**src/hdl/rwhp_pkg.sv**
```systemverilog
// Shared types and constants for the RIFF/WAVE header parser.
// No dependencies; used by every module under hdl/.
`default_nettype none

package rwhp_pkg;

    // Four-character tags as they read little-endian from the stream
    localparam logic [31:0] TAG_RIFF = 32'h4646_4952;
    localparam logic [31:0] TAG_WAVE = 32'h4556_4157;
    localparam logic [31:0] TAG_FMT  = 32'h2074_6d66;
    localparam logic [31:0] TAG_DATA = 32'h6174_6164;

    localparam int HDR_BYTES   = 12;
    localparam int CHUNK_HDR   = 8;
    localparam int FMT_BYTES   = 16;
    localparam int POS_W       = 34;
    localparam int LEFT_W      = 33;
    localparam int OUT_TDATA_W = 216;

    // Result status codes
    localparam logic [2:0] ST_OK        = 3'd0;
    localparam logic [2:0] ST_SHORT     = 3'd1;
    localparam logic [2:0] ST_BAD_SIG   = 3'd2;
    localparam logic [2:0] ST_EARLY_END = 3'd3;
    localparam logic [2:0] ST_FMT_SMALL = 3'd4;
    localparam logic [2:0] ST_EXT_CUT   = 3'd5;
    localparam logic [2:0] ST_MISSING   = 3'd6;
    localparam logic [2:0] ST_OVERRUN   = 3'd7;

    // One input beat
    typedef struct packed {
        logic [7:0] file_byte;
        logic       end_of_file;
    } t_beat;

    // One summary result
    typedef struct packed {
        logic [2:0]  status;
        logic        found_format;
        logic        found_samples;
        logic [15:0] format_tag;
        logic [15:0] channel_count;
        logic [31:0] sample_rate;
        logic [31:0] byte_rate;
        logic [15:0] block_align;
        logic [15:0] sample_bits;
        logic [15:0] extension_length;
        logic [31:0] samples_offset;
        logic [31:0] samples_length;
    } t_result;

endpackage

`default_nettype wire

```
**src/hdl/rwhp_in_stage.sv**
```systemverilog
// Input register for the header parser: holds one accepted byte beat.
// Depends on rwhp_pkg for the beat type.
`default_nettype none

module rwhp_in_stage (
    input  wire               i_clk,
    input  wire               i_rst_n,
    input  wire               i_valid,
    output logic              o_ready,
    input  rwhp_pkg::t_beat   i_beat,
    input  wire               i_take,
    output logic              o_valid,
    output rwhp_pkg::t_beat   o_beat
);

    logic            r_valid;
    rwhp_pkg::t_beat r_beat;

    // Room when empty or when the held beat moves on this cycle
    assign o_ready = !r_valid || i_take;
    assign o_valid = r_valid;
    assign o_beat  = r_beat;

    always_ff @(posedge i_clk) begin
        if (!i_rst_n) begin
            r_valid <= 1'b0;
        end else if (o_ready) begin
            r_valid <= i_valid;
        end
    end

    always_ff @(posedge i_clk) begin
        if (o_ready && i_valid) begin
            r_beat <= i_beat;
        end
    end

endmodule

`default_nettype wire

```
**src/hdl/rwhp_parser.sv**
```systemverilog
// Parse state and single-step logic: consumes one byte per step and
// flags a summary result. Depends on rwhp_pkg for types and constants.
`default_nettype none

module rwhp_parser (
    input  wire                i_clk,
    input  wire                i_rst_n,
    input  wire                i_step,
    input  rwhp_pkg::t_beat    i_beat,
    output logic               o_res_valid,
    output rwhp_pkg::t_result  o_res
);

    localparam logic [2:0] PH_RIFF   = 3'd0;
    localparam logic [2:0] PH_CHUNK  = 3'd1;
    localparam logic [2:0] PH_FMT    = 3'd2;
    localparam logic [2:0] PH_EXTLEN = 3'd3;
    localparam logic [2:0] PH_EXT    = 3'd4;
    localparam logic [2:0] PH_SKIP   = 3'd5;
    localparam logic [2:0] PH_DONE   = 3'd6;

    localparam int PW = rwhp_pkg::POS_W;
    localparam int LW = rwhp_pkg::LEFT_W;

    logic [2:0]    r_phase,    n_phase;
    logic [PW-1:0] r_pos,      n_pos;
    logic [32:0]   r_list_end, n_list_end;
    logic [31:0]   r_tag,      n_tag;
    logic [31:0]   r_len,      n_len;
    logic [LW-1:0] r_left,     n_left;
    logic [63:0]   r_field,    n_field;
    logic [63:0]   r_fmt0,     n_fmt0;
    logic [63:0]   r_fmt1,     n_fmt1;
    logic [63:0]   r_place,    n_place;
    logic [15:0]   r_ext,      n_ext;
    logic [1:0]    r_found,    n_found;

    logic [PW-1:0] pos1;
    logic          skip_req;
    logic          next_req;
    logic [LW-1:0] consumed;
    logic [LW-1:0] len_inc;
    logic [LW-1:0] padded;
    logic [LW-1:0] rem;
    logic          st_valid;
    logic [2:0]    st_code;
    logic          res_valid;
    logic [2:0]    res_code;
    logic [7:0]    b;

    // One parse step
    always_comb begin
        b          = i_beat.file_byte;
        pos1       = r_pos + PW'(1);
        n_phase    = r_phase;
        n_pos      = r_pos;
        n_list_end = r_list_end;
        n_tag      = r_tag;
        n_len      = r_len;
        n_left     = r_left;
        n_field    = r_field;
        n_fmt0     = r_fmt0;
        n_fmt1     = r_fmt1;
        n_place    = r_place;
        n_ext      = r_ext;
        n_found    = r_found;
        skip_req   = 1'b0;
        next_req   = 1'b0;
        consumed   = '0;
        st_valid   = 1'b0;
        st_code    = rwhp_pkg::ST_OK;

        if (r_phase != PH_DONE) begin
            n_pos = pos1;
        end

        unique case (r_phase)
            PH_RIFF: begin
                n_field = {b, r_field[63:8]};
                if (r_pos < PW'(4)) begin
                    n_tag = {b, r_tag[31:8]};
                end else if (r_pos < PW'(8)) begin
                    n_len = {b, r_len[31:8]};
                end
                if (r_pos == PW'(rwhp_pkg::HDR_BYTES - 1)) begin
                    if (n_tag != rwhp_pkg::TAG_RIFF || n_field[63:32] != rwhp_pkg::TAG_WAVE) begin
                        st_valid = 1'b1;
                        st_code  = rwhp_pkg::ST_BAD_SIG;
                    end else begin
                        n_list_end = 33'(rwhp_pkg::CHUNK_HDR) + {1'b0, n_len};
                        next_req   = 1'b1;
                    end
                end
            end
            PH_CHUNK: begin
                if (r_left > LW'(4)) begin
                    n_tag = {b, r_tag[31:8]};
                end else begin
                    n_len = {b, r_len[31:8]};
                end
                n_left = r_left - LW'(1);
                if (r_left == LW'(1)) begin
                    if (n_tag == rwhp_pkg::TAG_FMT) begin
                        n_found[0] = 1'b1;
                        if (n_len < 32'(rwhp_pkg::FMT_BYTES)) begin
                            st_valid = 1'b1;
                            st_code  = rwhp_pkg::ST_FMT_SMALL;
                        end else begin
                            n_phase = PH_FMT;
                            n_left  = LW'(rwhp_pkg::FMT_BYTES);
                        end
                    end else begin
                        if (n_tag == rwhp_pkg::TAG_DATA) begin
                            n_found[1] = 1'b1;
                            n_place    = {n_len, pos1[31:0]};
                        end
                        skip_req = 1'b1;
                    end
                end
            end
            PH_FMT: begin
                n_field = {b, r_field[63:8]};
                n_left  = r_left - LW'(1);
                if (r_left == LW'(9)) begin
                    n_fmt0 = n_field;
                end
                if (r_left == LW'(1)) begin
                    n_fmt1 = n_field;
                    if (r_fmt0[15:0] == 16'd1) begin
                        n_ext    = '0;
                        consumed = LW'(rwhp_pkg::FMT_BYTES);
                        skip_req = 1'b1;
                    end else begin
                        n_phase = PH_EXTLEN;
                        n_left  = LW'(2);
                    end
                end
            end
            PH_EXTLEN: begin
                n_field = {b, r_field[63:8]};
                n_left  = r_left - LW'(1);
                if (r_left == LW'(1)) begin
                    n_ext = n_field[63:48];
                    if ({17'd0, n_ext} + LW'(rwhp_pkg::FMT_BYTES + 2) > {1'b0, n_len}) begin
                        st_valid = 1'b1;
                        st_code  = rwhp_pkg::ST_OVERRUN;
                    end else if (n_ext == 16'd0) begin
                        consumed = LW'(rwhp_pkg::FMT_BYTES + 2);
                        skip_req = 1'b1;
                    end else begin
                        n_phase = PH_EXT;
                        n_left  = {17'd0, n_ext};
                    end
                end
            end
            PH_EXT: begin
                n_left = r_left - LW'(1);
                if (r_left == LW'(1)) begin
                    consumed = {17'd0, r_ext} + LW'(rwhp_pkg::FMT_BYTES + 2);
                    skip_req = 1'b1;
                end
            end
            PH_SKIP: begin
                n_left = r_left - LW'(1);
                if (r_left == LW'(1)) begin
                    next_req = 1'b1;
                end
            end
            PH_DONE: begin
            end
            default: begin
            end
        endcase

        // Skip the rest of the body, padded to even length
        len_inc = {1'b0, n_len} + LW'(1);
        padded  = {len_inc[LW-1:1], 1'b0};
        rem     = padded - consumed;
        if (skip_req) begin
            n_phase = PH_SKIP;
            n_left  = rem;
            if (rem == '0) begin
                next_req = 1'b1;
            end
        end

        // Chunk boundary: end of list or next chunk header
        if (next_req) begin
            if (pos1 >= {1'b0, r_list_end} && r_phase != PH_RIFF
                    || pos1 >= {1'b0, n_list_end} && r_phase == PH_RIFF) begin
                st_valid = 1'b1;
                st_code  = (n_found == 2'b11) ? rwhp_pkg::ST_OK : rwhp_pkg::ST_MISSING;
            end else begin
                n_phase = PH_CHUNK;
                n_left  = LW'(rwhp_pkg::CHUNK_HDR);
            end
        end

        res_valid = st_valid;
        res_code  = st_code;
        if (st_valid) begin
            n_phase = PH_DONE;
        end

        // Final byte: report if nothing was reported yet
        if (i_beat.end_of_file && !st_valid && r_phase != PH_DONE) begin
            res_valid = 1'b1;
            if (n_phase == PH_RIFF) begin
                res_code = rwhp_pkg::ST_SHORT;
            end else if (n_phase == PH_EXT) begin
                res_code = rwhp_pkg::ST_EXT_CUT;
            end else begin
                res_code = rwhp_pkg::ST_EARLY_END;
            end
        end
    end

    // Result fields come from the state as updated by this byte
    always_comb begin
        o_res_valid            = res_valid;
        o_res.status           = res_code;
        o_res.found_format     = n_found[0];
        o_res.found_samples    = n_found[1];
        o_res.format_tag       = n_fmt0[15:0];
        o_res.channel_count    = n_fmt0[31:16];
        o_res.sample_rate      = n_fmt0[63:32];
        o_res.byte_rate        = n_fmt1[31:0];
        o_res.block_align      = n_fmt1[47:32];
        o_res.sample_bits      = n_fmt1[63:48];
        o_res.extension_length = n_ext;
        o_res.samples_offset   = n_place[31:0];
        o_res.samples_length   = n_place[63:32];
    end

    // State update; end of file returns to the header phase
    always_ff @(posedge i_clk) begin
        if (!i_rst_n || (i_step && i_beat.end_of_file)) begin
            r_phase    <= PH_RIFF;
            r_pos      <= '0;
            r_list_end <= '0;
            r_tag      <= '0;
            r_len      <= '0;
            r_left     <= '0;
            r_field    <= '0;
            r_fmt0     <= '0;
            r_fmt1     <= '0;
            r_place    <= '0;
            r_ext      <= '0;
            r_found    <= '0;
        end else if (i_step) begin
            r_phase    <= n_phase;
            r_pos      <= n_pos;
            r_list_end <= n_list_end;
            r_tag      <= n_tag;
            r_len      <= n_len;
            r_left     <= n_left;
            r_field    <= n_field;
            r_fmt0     <= n_fmt0;
            r_fmt1     <= n_fmt1;
            r_place    <= n_place;
            r_ext      <= n_ext;
            r_found    <= n_found;
        end
    end

endmodule

`default_nettype wire

```
**src/hdl/riff_wave_header_parser_unit.sv**
```systemverilog
// RIFF/WAVE header parser, one file byte per input beat.
// An accepted input beat is held in the input register, and its result beat in the result register.
// Throughput: one byte per cycle unless a held result beat waits on m_axis_tready.
// At most one result beat per file, on list end, error or final byte.
// Synchronous active-low reset returns the parser to the RIFF header phase.
// Depends on rwhp_pkg, rwhp_in_stage and rwhp_parser.
`default_nettype none

module riff_wave_header_parser_unit (
    input  wire                                  i_clk,
    input  wire                                  i_rst_n,
    input  wire                                  s_axis_tvalid,
    output logic                                 s_axis_tready,
    input  wire  [7:0]                           s_axis_tdata,  // file_byte
    input  wire                                  s_axis_tlast,  // end_of_file
    output logic                                 m_axis_tvalid,
    input  wire                                  m_axis_tready,
    // status[2:0], found_format, found_samples, format_tag, channel_count,
    // sample_rate, byte_rate, block_align, sample_bits, extension_length,
    // samples_offset, samples_length, zero pad
    output logic [rwhp_pkg::OUT_TDATA_W-1:0]     m_axis_tdata
);

    rwhp_pkg::t_beat   in_beat;
    rwhp_pkg::t_beat   held_beat;
    rwhp_pkg::t_result res;
    rwhp_pkg::t_result r_out;
    logic              held_valid;
    logic              step;
    logic              res_valid;
    logic              r_out_valid;

    assign in_beat.file_byte   = s_axis_tdata;
    assign in_beat.end_of_file = s_axis_tlast;

    // The held beat advances when the result slot is free or draining
    assign step = held_valid && (!r_out_valid || m_axis_tready);

    rwhp_in_stage u_in_stage (
        .i_clk   (i_clk),
        .i_rst_n (i_rst_n),
        .i_valid (s_axis_tvalid),
        .o_ready (s_axis_tready),
        .i_beat  (in_beat),
        .i_take  (step),
        .o_valid (held_valid),
        .o_beat  (held_beat)
    );

    rwhp_parser u_parser (
        .i_clk       (i_clk),
        .i_rst_n     (i_rst_n),
        .i_step      (step),
        .i_beat      (held_beat),
        .o_res_valid (res_valid),
        .o_res       (res)
    );

    // Result register
    always_ff @(posedge i_clk) begin
        if (!i_rst_n) begin
            r_out_valid <= 1'b0;
        end else if (step && res_valid) begin
            r_out_valid <= 1'b1;
        end else if (m_axis_tready) begin
            r_out_valid <= 1'b0;
        end
    end

    always_ff @(posedge i_clk) begin
        if (step && res_valid) begin
            r_out <= res;
        end
    end

    assign m_axis_tvalid = r_out_valid;
    assign m_axis_tdata  = {3'd0,
                            r_out.samples_length,
                            r_out.samples_offset,
                            r_out.extension_length,
                            r_out.sample_bits,
                            r_out.block_align,
                            r_out.byte_rate,
                            r_out.sample_rate,
                            r_out.channel_count,
                            r_out.format_tag,
                            r_out.found_samples,
                            r_out.found_format,
                            r_out.status};

endmodule

`default_nettype wire

```
**config.mk**
```make
export PLATFORM = sky130hd
export DESIGN_NAME = riff_wave_header_parser_unit
export DESIGN_NICKNAME = d
export VERILOG_FILES = /design/src/hdl/rwhp_pkg.sv /design/src/hdl/rwhp_in_stage.sv /design/src/hdl/rwhp_parser.sv /design/src/hdl/riff_wave_header_parser_unit.sv
export SDC_FILE = /design/constraint.sdc
export NUM_CORES = 2
export LEC_CHECK = 0
export BUFFER_PORTS_ARGS = -buffer_cell sky130_fd_sc_hd__clkbuf_2
export CORE_MARGIN = 2
export CORE_UTILIZATION = 35
export DETAILED_ROUTE_END_ITERATION = 16
export GPL_TIMING_DRIVEN = 0
export SYNTH_ARGS = -nofsm -noshare
export SYNTH_HDL_FRONTEND = slang
export SYNTH_SLANG_ARGS = --single-unit
```
**constraint.sdc**
```tcl
create_clock -name i_clk -period 20.8 [get_ports i_clk]
set_input_delay 2.08 -clock i_clk [delete_from_list [all_inputs] [get_ports i_clk]]
set_output_delay 2.08 -clock i_clk [all_outputs]
set_load 0.005 [all_outputs]
```
## Yosys cells after proc, flatten, opt, wreduce, memory -nomap -nowiden

Index checks and enable logic that the tools add are counted.
Widths: inputs -> output; s select.

| operators by class | value |
|---|---|
| muxes and demuxes | 104 |
| $add $sub $neg | 7 |
| magnitude comparators | 7 |
| equality and inequality tests | 16 |
| reduce and logical (&&, ||, !) cells | 29 |

Operators by type and width:

| kind | number |
|---|---|
| $mux 33 | 18 |
| $mux 64 | 8 |
| $mux 32 | 9 |
| $pmux 33 s4 | 1 |
| $pmux 32 s2 | 2 |
| $pmux 33 s3 | 1 |
| $mux 3 | 24 |
| $ge 34x33->1 | 2 |
| $ne 32x31->1 const B | 2 |
| $mux 16 | 3 |
| $add 16x5->17 const B | 2 |
| $add 34x1->34 const B | 1 |
| $eq 34x4->1 const B | 1 |
| $lt 34x3->1 const B | 1 |
| $lt 34x4->1 const B | 1 |
| $add 32x1->33 const B | 1 |
| $add 4x32->33 const A | 1 |
| $eq 33x1->1 const B | 1 |
| $eq 33x4->1 const B | 1 |
| $gt 33x3->1 const B | 1 |
| $gt 33x32->1 | 1 |
| $logic_not 33->1 | 1 |
| $sub 33x1->33 const B | 1 |
| $sub 33x33->33 | 1 |
| other kinds (27) | 78 |

| word-level totals | value |
|---|---|
| logic and storage cells | 191 |
| output and inout bits | 218 |
| register bits after elaboration | 665 |

## Logic depth before layout (Yosys ltp)

| depth | value |
|---|---|
| word-level depth | 19 |
| mapped depth | 35 |
| mapped depth without buffers | 31 |

## By module

Synthesis repeated with hierarchy kept, for this count alone.

| second synthesis, totals | value |
|---|---|
| cell total of the unflattened synthesis | 4033 |
| area, all modules | 34316.7 um^2 |

Modules (own cells, without submodules):

| module | area each (um^2) | cells each | sequential area each (um^2) | instances |
|---|---|---|---|---|
| rwhp_parser | 27492.6 | 3796 | 8668.3 | 1 |
| riff_wave_header_parser_unit | 6496.2 | 223 | 6416.2 | 1 |
| rwhp_in_stage | 327.8 | 14 | 290.3 | 1 |

## Worst setup path after synthesis

No wires, ideal clock.

| timing path | value |
|---|---|
| path kind | register to register |
| start | register u_parser.r_left[16] |
| end | register r_out, in the netlist m_axis_tdata[0], enable pin |
| period minus slack after synthesis | 17.748 ns |
| stages on the path, launching flop included | 32 |
| library setup time | 0.857 ns |
| path slack | 3.052 ns |
| arrival | 16.892 ns |
| cells stage by stage | dfxtp_1 > or4_4 > nand4b_4 > nor4_4 > nor2_1 > clkbuf_1 > buf_1 > clkbuf_1 > o21ai_0 > ha_1 > inv_1 > a21oi_2 > and2_1 > nand2_1 > xnor2_1 > nand2_1 > o21ai_0 > ha_1 > o21a_1 > o21a_1 > and3_1 > a211o_1 > xnor2_1 > nor4b_1 > nand4b_1 > a211oi_1 > nand4bb_1 > nor4b_1 > nand4_1 > a2111oi_0 > a32oi_1 > a21oi_1 |

| on the way | value |
|---|---|
| cells in the longest elaborated chain, start to end | 15 |
| elaborated cells between the ends (all ways) | 37 |
| classes of those cells | 2 x add/sub; 2 x order compare; 2 x eq/ne; 26 x mux; 5 x reduce/logical |

Ends and longest elaborated chain:

| element | RTL line | source |
|---|---|---|
| from (decl) | rwhp_parser.sv:30 | `logic [LW-1:0] r_left, n_left;` |
| from (signal assigned) | rwhp_parser.sv:256 | `r_left <= n_left;` |
| $gt 33x3->1 * | rwhp_parser.sv:96 | `if (r_left > LW'(4)) begin` |
| $mux 32 * | rwhp_parser.sv:96 |  |
| $mux 32 * | rwhp_parser.sv:77 | `unique case (r_phase)` |
| $pmux 32 s2 * | rwhp_parser.sv:77 |  |
| net u_parser.n_len[1] | rwhp_parser.sv:29 | `logic [31:0] r_len, n_len;` |
| $add 32x1->33 * | rwhp_parser.sv:176 | `len_inc = {1'b0, n_len} + LW'(1);` |
| $sub 33x33->33 * | rwhp_parser.sv:178 | `rem = padded - consumed;` |
| $logic_not 33->1 * | rwhp_parser.sv:182 | `if (rem == '0) begin` |
| $mux 1 * | rwhp_parser.sv:182 |  |
| $mux 1 * | rwhp_parser.sv:179 | `if (skip_req) begin` |
| $mux 1 * | rwhp_parser.sv:188 | `if (next_req) begin` |
| $logic_not 1->1 | rwhp_parser.sv:206 | `if (i_beat.end_of_file && !st_valid && r_phase != PH_DONE) begin` |
| $logic_and 1x1->1 (2 in series) | rwhp_parser.sv:206 |  |
| $mux 1 * | rwhp_parser.sv:206 |  |
| $logic_and 1x1->1 * | riff_wave_header_parser_unit.sv:71 | `if (step && res_valid) begin` |
| to (signal assigned) | riff_wave_header_parser_unit.sv:72 | `r_out <= res;` |
| to (decl) | riff_wave_header_parser_unit.sv:27 | `rwhp_pkg::t_result r_out;` |

The timed path passes the listed nets; every way through them passes the cells marked *. The select of a mux whose other input is x is not followed.
A chain may end at the register's enable or synchronous reset.

## Final worst setup path

| timing path | value |
|---|---|
| start | register u_parser.r_pos[31] |
| end | register r_out, in the netlist m_axis_tdata[74], enable pin |

| on the way | value |
|---|---|
| elaborated cells between the ends (all ways) | 39 |
| classes of those cells | 4 x add/sub; 4 x order compare; 2 x eq/ne; 20 x mux; 9 x reduce/logical |

RTL lines:

| element | RTL line | source |
|---|---|---|
| from (decl) | rwhp_parser.sv:26 | `logic [PW-1:0] r_pos, n_pos;` |
| from (signal assigned) | rwhp_parser.sv:252 | `r_pos <= n_pos;` |
| $lt 34x4->1 | rwhp_parser.sv:82 | `end else if (r_pos < PW'(8)) begin` |
| $mux 32 | rwhp_parser.sv:82 |  |
| $mux 32 * | rwhp_parser.sv:80 | `if (r_pos < PW'(4)) begin` |
| $mux 32 * | rwhp_parser.sv:77 |  |
| $pmux 32 s2 * | rwhp_parser.sv:77 |  |
| net u_parser.n_len[1] | rwhp_parser.sv:29 |  |
| $add 32x1->33 * | rwhp_parser.sv:176 |  |
| $sub 33x33->33 * | rwhp_parser.sv:178 |  |
| $logic_not 33->1 * | rwhp_parser.sv:182 |  |
| $mux 1 * | rwhp_parser.sv:182 |  |
| $mux 1 * | rwhp_parser.sv:179 |  |
| $mux 1 * | rwhp_parser.sv:188 |  |
| $logic_not 1->1 | rwhp_parser.sv:206 |  |
| $logic_and 1x1->1 (2 in series) | rwhp_parser.sv:206 |  |
| $mux 1 * | rwhp_parser.sv:206 |  |
| $logic_and 1x1->1 * | riff_wave_header_parser_unit.sv:71 |  |

Marks and branches as above.

==> metrics.csv <==
metric,value,unit
cells after synthesis,4068,
hold wc startpoint,u_parser.r_place[23],
status,finished clean,
final WL,125,mm
first-pass detailed-route iteration total,6,
crit start category,flip-flop,
routed len/inst,21.9,um
Final Util,41.0,%
Total GRT Usage,24.3,%
Die Footprint,100000,um2
I/O pins,231,
CTS tree,built,
cell area after synthesis,34200,um2
starting density of the core,35.3,%
H-tree depth,3,
clock tree buffer depth,3,
drt drc,0,
prevailing post-synth register cell,dfxtp_1,
slew margin rel.,8.05,%
DRT antenna net count,0,
CP startpoint,u_parser.r_pos[31],
CP max-delay cell,nor4_4,
sequential area share after synthesis,45.0,%
die height,316,um
Final HPWL DP,93.1,mm
clk slew on worst S/H paths,60,ps
Min Hold Slack,449,ps
Critical R2R Launch,u_parser.r_pos[31],
Final Max Slew Viols,0,
Fill cells,9849,
initial antenna violation count,7,
CP endpoint kind,flip-flop,
Power Density,76.8,nW/um2
post-cts resize count,0,
gpl congestion,1.00,
"EDFF count, synth",222,
Tmin final,10420,ps
most frequent cell after synthesis,nand2_1,
Hold WC Path Type,reg2reg,
critical path's most frequent cell,clkbuf_1,
largest net degree at the start of global routing,32,
Worst Path Max Fanout,31,
Post-CTS Setup Bufs,0,
area of the multi-input gates,17500,um2
IO buf count,227,
Area Growth Syn to Fin,16.1,%
register area,15400,um2
Synth top cells by count,"814 x nand2_1, 501 x nor2_1, 435 x dfxtp_1",
clock skew,42.4,ps
yosys warns,0,
initial DRC count,3110,
number of max-cap violations,0,
Clock Sinks,657,
Synth area leader,dfxtp_1,
Die X,316,um
Worst Tran Pin Value,1380,ps
CTS Hold Bufs,0,
worst path required time,21140,ps
TNS Setup,0,ps
library cells used by synthesis,92,
Worst EP arrival,10770,ps
Max Clk Rate,95.9,MHz
Leak Pwr,0.0147,uW
top post-synthesis cells by area,"dfxtp_1 25%, edfxtp_1 20%, nand2_1 8.9%",
synthesized area per cell,8.40,um2
Via density,5.49,
asr flop ratio synth,0,%
via count,31437,
Core Box Area,96700,um2
unrepaired setup endpoints after global routing,no,
clk root buf,clkbuf_16,
# nets final,4507,
critical path's largest stage delay,880,ps
post-synth top area share,25.5,%
setup violators final,0,
share of layout cells above drive strength 1,11.4,%
number of global-route vias before repair,29117,
FP Rows,114,
final worst-path cycle share,50.1,%
GRT Residual Overflow,0,
Num CTS Buffers,72,
VDD IR max,0.0518,mV
Final Hold Viols,0,
WS Path Type,reg2reg,
first-pass GRT wire length,184,mm
worst skew pair latency,660,ps
register bit total from synthesis,657,
## cell usage in the layout, fill, tap and decap left out, drive strengths merged, types with 9 or more instances in the layout
master	synthesis	final
nand2	814	814
clkbuf	248	571
nor2	502	502
dfxtp	435	435
a21oi	345	345
edfxtp	222	222
nor3	183	183
o21ai	130	130
ha	108	108
mux2	99	99
nand3	96	96
xnor2	94	94
a211oi	88	88
xor2	82	82
inv	73	78
mux2i	63	63
nand4	58	58
nor4	51	51
buf	35	48
a21o	41	41
or3	28	28
and3	26	26
clkinv	2	22
and2	21	21
a22oi	19	19
nor2b	17	17
nand2b	15	15
o21a	14	14
nor4b	14	14
o211ai	11	11
a31oi	10	10
nor3b	10	10
and4	9	9
bufinv	0	9
or4	9	9
## critical path, delay by kind of cell (launching register included)
| family | cells | cell delay [ps] |
|---|---|---|
| DFF | 1 | 290 |
| and+or+nand+nor | 12 | 3790 |
| xor gates and xnor gates | 2 | 510 |
| AOI/OAI and AO/OA | 10 | 2830 |
| adders and majority gates | 2 | 530 |
| buffers and inverters | 9 | 2130 |
## stage by stage
stage	setup WS [ps]	cell area (um2)	power (uW)	std cells
3_3_place_gp	-5660	36900	1710	5573
4_1_cts	9600	39700	3060	5718
6_report	10380	39700	3050	5723
2_1_floorplan	3050	34200	1600	4070
5_1_grt	9840	39700	3140	5719
3_5_place_dp	9700	37200	1710	5586
## where the power goes
| group | switching (uW) | internal, uW |
|---|---|---|
| Combinational | 216 | 95.3 |
| Clock | 568 | 787 |
| Sequential | 20.6 | 1360 |
## routing by layer
layer,wire length (um),vias up,GRT usage [%]
li1,-,14823,-
met3,10000,278,4.30
met5,12,-,0
met4,5740,2,11.1
met1,54200,15059,33.1
met2,55200,1275,37.4
## cell type report
class,instances,share of cell area [%]
well taps,1276,4.02
inverters,75,0.709
clock buffers,95,4.96
diodes,4,0.0252
plain buffers,283,2.76
multi-input cells,3055,44.0
flip-flops and latches,657,38.7
repair buffers,241,3.55
clock inverters,37,1.24
## final timing paths
check	endpoint	slack, ps	cells after the start
worst min register to register	u_parser.r_place[23]	450	2
worst min-delay path	u_parser.r_place[23]	450	2
worst max register to register	m_axis_tdata[74]	10380	35
worst max-delay path	m_axis_tdata[74]	10380	35
## registers in the layout, indices dropped and copies added (netlist names)
signal and flops:
u_parser.r_place 64, u_in_stage.o_beat 9, u_parser.r_phase 3, u_parser.r_left 33
u_parser.r_pos 34, u_in_stage.o_valid 1, u_parser.r_list_end 33, m_axis_tdata 213
u_parser.r_ext 16, m_axis_tvalid 1, u_parser.r_fmt0 64, u_parser.r_field 56
u_parser.r_fmt1 64, u_parser.r_len 32, u_parser.r_found 2, u_parser.r_tag 32
## kinds of logic after synthesis
family	share of synthesized area (%)
and+or+nand+nor	24.5
AOI/OAI and AO/OA	12.8
DFF	45.0
buffers and inverters	4.02
xor gates and xnor gates	4.53
muxes	5.11
adders and majority gates	4.01
other	0.0110
Note: power is estimated with default switching activity, not from simulation.
